$ cat src/design/jacobi_poisson_2d_solver_macros.svh
// ----------------------------------------------------------------------------
// Jacobi Poisson solver assertion macros
// Shared concurrent assertion forms, clocked on clk and disabled in reset.
// ----------------------------------------------------------------------------
`ifndef JACOBI_POISSON_2D_SOLVER_MACROS_SVH
`define JACOBI_POISSON_2D_SOLVER_MACROS_SVH

`ifndef NO_ASSERTIONS

// antecedent implies consequent in the same cycle
`define JPS_ASSERT_IMPL(label, ante, cons) \
  label: assert property (@(posedge clk) disable iff (!rst_n) (ante) |-> (cons)) \
    else $error("jps: same-cycle check failed");

// antecedent implies consequent in the next cycle
`define JPS_ASSERT_NEXT(label, ante, cons) \
  label: assert property (@(posedge clk) disable iff (!rst_n) (ante) |=> (cons)) \
    else $error("jps: next-cycle check failed");

`else

`define JPS_ASSERT_IMPL(label, ante, cons)
`define JPS_ASSERT_NEXT(label, ante, cons)

`endif

`endif

$ cat src/design/jps_pkg.sv
// ----------------------------------------------------------------------------
// Jacobi Poisson solver package
// Shared widths, command and register codes, and the divider status type.
// ----------------------------------------------------------------------------
`timescale 1ns / 1ps

package jps_pkg;

  localparam int VALUE_BITS = 32;
  localparam int ACC_W      = 97;   // signed numerator, Q48.48
  localparam int MAG_W      = 96;   // numerator magnitude
  localparam int DVS_W      = 50;   // divisor width: (h1+h2) << 17
  localparam int DIM_W      = 7;
  localparam int CFG_IDX_W  = 3;

  localparam logic [1:0] CMD_LOAD_U = 2'd0;
  localparam logic [1:0] CMD_LOAD_F = 2'd1;
  localparam logic [1:0] CMD_RUN    = 2'd2;
  localparam logic [1:0] CMD_READ_U = 2'd3;

  localparam logic KIND_READ = 1'b0;
  localparam logic KIND_RUN  = 1'b1;

  localparam logic [CFG_IDX_W-1:0] CFG_ROWS  = 3'd0;
  localparam logic [CFG_IDX_W-1:0] CFG_COLS  = 3'd1;
  localparam logic [CFG_IDX_W-1:0] CFG_H1    = 3'd2;
  localparam logic [CFG_IDX_W-1:0] CFG_H2    = 3'd3;
  localparam logic [CFG_IDX_W-1:0] CFG_TOL   = 3'd4;
  localparam logic [CFG_IDX_W-1:0] CFG_LIMIT = 3'd5;

  localparam logic [DIM_W-1:0] ROWS_RST  = 7'd64;
  localparam logic [DIM_W-1:0] COLS_RST  = 7'd64;
  localparam logic [31:0]      H_RST     = 32'd65536;
  localparam logic [31:0]      TOL_RST   = 32'd66;
  localparam logic [15:0]      LIMIT_RST = 16'd1000;

  typedef struct packed {
    logic busy;
    logic done;
  } div_stat_t;

endpackage

$ cat src/design/jps_div.sv
// ----------------------------------------------------------------------------
// Serial restoring divider
// One quotient bit per cycle, remainder kept.
// ----------------------------------------------------------------------------
`timescale 1ns / 1ps

module jps_div #(
  parameter int DW = 96,
  parameter int VW = 50
) (
  input  logic                clk,
  input  logic                rst_n,
  input  logic                start,
  input  logic [DW-1:0]       dividend,
  input  logic [VW-1:0]       divisor,
  output jps_pkg::div_stat_t  stat,
  output logic [DW-1:0]       quotient,
  output logic [VW-1:0]       remainder
);

  import jps_pkg::*;

  localparam int CW = $clog2(DW + 1);

  logic          busy_r, done_r;
  logic [CW-1:0] cnt_r;
  logic [DW-1:0] q_r, q_nxt;
  logic [VW-1:0] rem_r, rem_nxt, dvs_r;
  logic [VW:0]   trial;
  logic          ge;

  always_comb begin
    trial   = {rem_r, q_r[DW-1]};
    ge      = trial >= {1'b0, dvs_r};
    rem_nxt = ge ? VW'(trial - {1'b0, dvs_r}) : VW'(trial);
    q_nxt   = {q_r[DW-2:0], ge};
  end

  always_ff @(posedge clk) begin
    if (!rst_n) begin
      busy_r <= 1'b0;
      done_r <= 1'b0;
      cnt_r  <= '0;
    end else begin
      // done pulses for one cycle after the last quotient bit
      done_r <= !start && busy_r && (cnt_r == CW'(1));
      if (start) begin
        busy_r <= 1'b1;
        cnt_r  <= CW'(DW);
        q_r    <= dividend;
        rem_r  <= '0;
        dvs_r  <= divisor;
      end else if (busy_r) begin
        q_r   <= q_nxt;
        rem_r <= rem_nxt;
        cnt_r <= cnt_r - 1'b1;
        if (cnt_r == CW'(1)) begin
          busy_r <= 1'b0;
        end
      end
    end
  end

  assign stat      = '{busy: busy_r, done: done_r};
  assign quotient  = q_r;
  assign remainder = rem_r;

endmodule
$ cat config.mk
export PLATFORM = sky130hd
export DESIGN_NAME = jps_div
export DESIGN_NICKNAME = d
export VERILOG_FILES = /design/src/design/jacobi_poisson_2d_solver_macros.svh /design/src/design/jps_pkg.sv /design/src/design/jps_div.sv
export SDC_FILE = /design/constraint.sdc
export NUM_CORES = 1
export LEC_CHECK = 0
export ABC_CLOCK_PERIOD_IN_PS = 14950
export BUFFER_PORTS_ARGS = -buffer_cell sky130_fd_sc_hd__buf_2
export CORE_MARGIN = 3
export CORE_UTILIZATION = 25
export CTS_CLUSTER_DIAMETER = 200
export DETAILED_ROUTE_END_ITERATION = 7
export MAX_ROUTING_LAYER = met4
export PLACE_DENSITY = 0.51
export SLEW_MARGIN = 20
export SYNTH_ARGS = -nofsm -noshare
export SYNTH_HDL_FRONTEND = slang
export SYNTH_SLANG_ARGS = --single-unit
$ cat constraint.sdc
create_clock -name clk -period 14.95 [get_ports clk]
set_input_delay 2.2425 -clock clk [delete_from_list [all_inputs] [get_ports clk]]
set_output_delay 2.2425 -clock clk [all_outputs]
set_load 0.02 [all_outputs]
==> qor.txt <==
data arrival time of the critical path: 4.13 ns
maximum number of pins on one net before global-route repair: 81
leading cell types in the layout, fill and taps excluded: sky130_fd_sc_hd__buf_2 (295), sky130_fd_sc_hd__edfxtp_1 (196), sky130_fd_sc_hd__a21oi_1 (99)
WHS Endpoint: cnt_r[1]
unrepaired setup endpoints after global routing: no
crit path time final: 3.95 ns
vias: 9212
width of the chip: 222 microns
placed insts: 1877
CTS tree: yes
Lkg Pwr: 5.88 nW
clock buffer depth: 3
Worst Hold Class: reg2reg
compound-cell area share of the yosys netlist: 0.154
via density per instance: 4.76
Avg WL per Cell: 19.6 microns
count of input and output buffers: 296
Clock Skew: 0.0178 ns
area of the core: 45800 sq um
dpl hpwl: 28700 microns
gr usage total: 0.153
synthesized instance count: 1031
Skew-Pair Late Insertion Delay: 0.56 ns
GPL Wtd Cong: 0.868
combined area of the multi-input logic cells: 5110 sq um
Routed Antenna Nets: 0
Die Height: 222 microns
FMAX: 253 MHz
Worst setup EP type: register
Most used DFF post-synth: sky130_fd_sc_hd__edfxtp_1
FF-to-FF End: quotient[0]
detailed-router iteration count before antenna repair: 5
post-synthesis mux area share: 0.0943
register area: 6070 sq um
Root Driver: sky130_fd_sc_hd__clkbuf_16
Setup crit start kind: primary input
post-route setup TNS: 0 ns
Starting Density: 0.255
clock-pin slew of the registers on the worst-case setup and hold paths: 0.06 ns
number of hold violations in the final report: 0
highest ir drop seen on vdd: 84.5 uV
combinational family with the most area after synthesis: compound AO/OA/AOI/OAI gates
syn_nets: 1233
post-synthesis area per instance: 11.3 sq um
number of hold buffers added after cts: 0
Gates resized, CTS repair: 0
number of post-CTS setup repair buffers: 0
flop and latch count out of synthesis: 205
Cell Count, Final, Fillers Out: 1935
launching point of the worst reg2reg path: remainder[28]
Fill cells: 4694
hold path cells: 2
cell row count: 78
run status: finished clean
post-synth cell types: 68
worst setup slack for register-to-register paths: 11.00 ns
area share of and/or/nand/nor cells after synthesis: 0.0976
CTS H-Tree Depth: 1
worst setup path startpoint: start
largest incremental delay on the critical path: 0.75 ns
Crit-path slowest cell: sky130_fd_sc_hd__buf_4
path type of the worst setup path: in2reg
sequential share of the synthesized area: 0.519
number of synthesized flops with an enable pin: 196
total setup violations reported at the end of the flow: 0
most common cell after layout, fill and taps aside: sky130_fd_sc_hd__buf_2
pin slew with the least headroom to its limit: 0.928 ns
first-pass GRT wire length: 57600 microns
cell area after synthesis: 11700 sq um
share of async-settable or async-resettable flops after synthesis: 0
worst reg2reg path depth: 10
post-synthesis share of cell area spent on xor and xnor gates: 0.0330
reported max-cap violation count: 0
vias in the first global route: 9655
cells along the critical path: buf_6, o21a_4, buf_4
grt total ovfl: 0
adder-cell area share of the yosys netlist: 0.0574
biggest fanout along the worst timing path: 80
worst hold start: cnt_r[1]
TritonCTS buffer count: 27
share of the clock period used by the worst path after layout: 0.264
Initial DRC Count: 435
Final #Nets: 1508
power density over the cells: 124 nW/um^2
final routed DRC violation total: 0
final WL: 37900 microns
worst max-slew margin expressed relative to the limit: 0.365
number of primary I/O pins: 297
max-slew violation count: 0
area added between synthesis and finish: 25.1%
Syn. warnings: 0
CP required: 15.13 ns
number of sinks handled by clock tree synthesis: 205
area enclosed by the die boundary: 49300 sq um
share of cells above drive strength 1: 0.348
initial antenna violation count: 10
power by group:
part	switching, mW	leakage, nW	internal (mW)
Combinational	0.274	3.53	0.172
Clock	0.263	0.410	0.385
Sequential	0.0278	1.95	0.689
Total	0.565	5.88	1.25
worst max-delay path, delay by kind of cell:
family	cells	cell delay, ns
buffers and inverters	2	1.29
AOI/OAI and AO/OA	1	0.47
final cells by class:
| type | instances | area share |
|---|---|---|
| antenna | 9 | 0.00154 |
| tap | 600 | 0.0514 |
| clock buffer | 33 | 0.0478 |
| multi-input combinational | 705 | 0.350 |
| sequential | 205 | 0.415 |
| inverter | 63 | 0.0162 |
| timing repair buffer | 304 | 0.106 |
| clock inverter | 16 | 0.0121 |
flip-flops by register name (all words and copies together) (netlist names):
| register | count |
|---|---|
| busy_r | 1 |
| cnt_r | 7 |
| done_r | 1 |
| dvs_r | 50 |
| quotient | 96 |
| remainder | 50 |
per-layer routing:
| metal | routed length [microns] | track usage |
|---|---|---|
| met4 | 904 | 0.0365 |
| met1 | 15900 | 0.182 |
| met3 | 2470 | 0.0383 |
| met5 | 0 | - |
| met2 | 18600 | 0.260 |
kinds of logic (layout without fill, tap and decap cells):
kind of cell | after synthesis | count (layout)
compound gates | 282 | 282
flops | 205 | 205
simple gates | 228 | 228
mux | 98 | 98
buf+inv | 121 | 416
other cells | 0 | 9
fa+ha+maj | 53 | 53
xor+xnor | 44 | 44
stage by stage:
stage	setup slack (ns)	total power, mW	hold WS, ns	area (sq um)	util
floorplan	8.27	1.04	0.469	11700	-
global placement	10.40	1.18	0.489	13700	0.300
detailed placement	10.39	1.18	0.513	13700	0.300
CTS	10.97	1.84	0.518	14600	0.319
global route	10.79	1.91	0.536	14600	0.319
finish	11.00	1.81	0.516	14600	0.319
synthesized netlist by cell type (all sizes together), types with 4 or more instances:
cell	count	area, sq um
edfxtp	196	5890
a21oi	104	536
mux2	96	1080
o21ai	67	350
inv	62	233
nand2	60	225
ha	52	651
nand3	45	225
a21o	34	255
nor2	33	124
clkbuf	31	116
buf	27	171
xnor2	26	228
nor3	25	130
xor2	18	158
nand4	17	106
a211oi	14	120
and2	9	56.3
dfxtp	9	180
o211ai	8	60.1
o21a	8	60.1
o21bai	8	63.8
and4	7	61.3
nand2b	6	37.5
nor4	6	37.5
o22ai	6	37.5
a21boi	5	41.3
or2	5	31.3
or3	5	36.3
a31oi	4	25.0
nor2b	4	25.0
worst max path at each step:
stage,end,slack (ns)
2_1_floorplan,quotient[0],8.27
3_3_place_gp,quotient[41],10.40
3_5_place_dp,quotient[39],10.39
4_1_cts,quotient[0],10.97
5_1_grt,quotient[0],10.79
6_report,quotient[46],11.00
No activity file was read; power rests on OpenSTA's default activity.
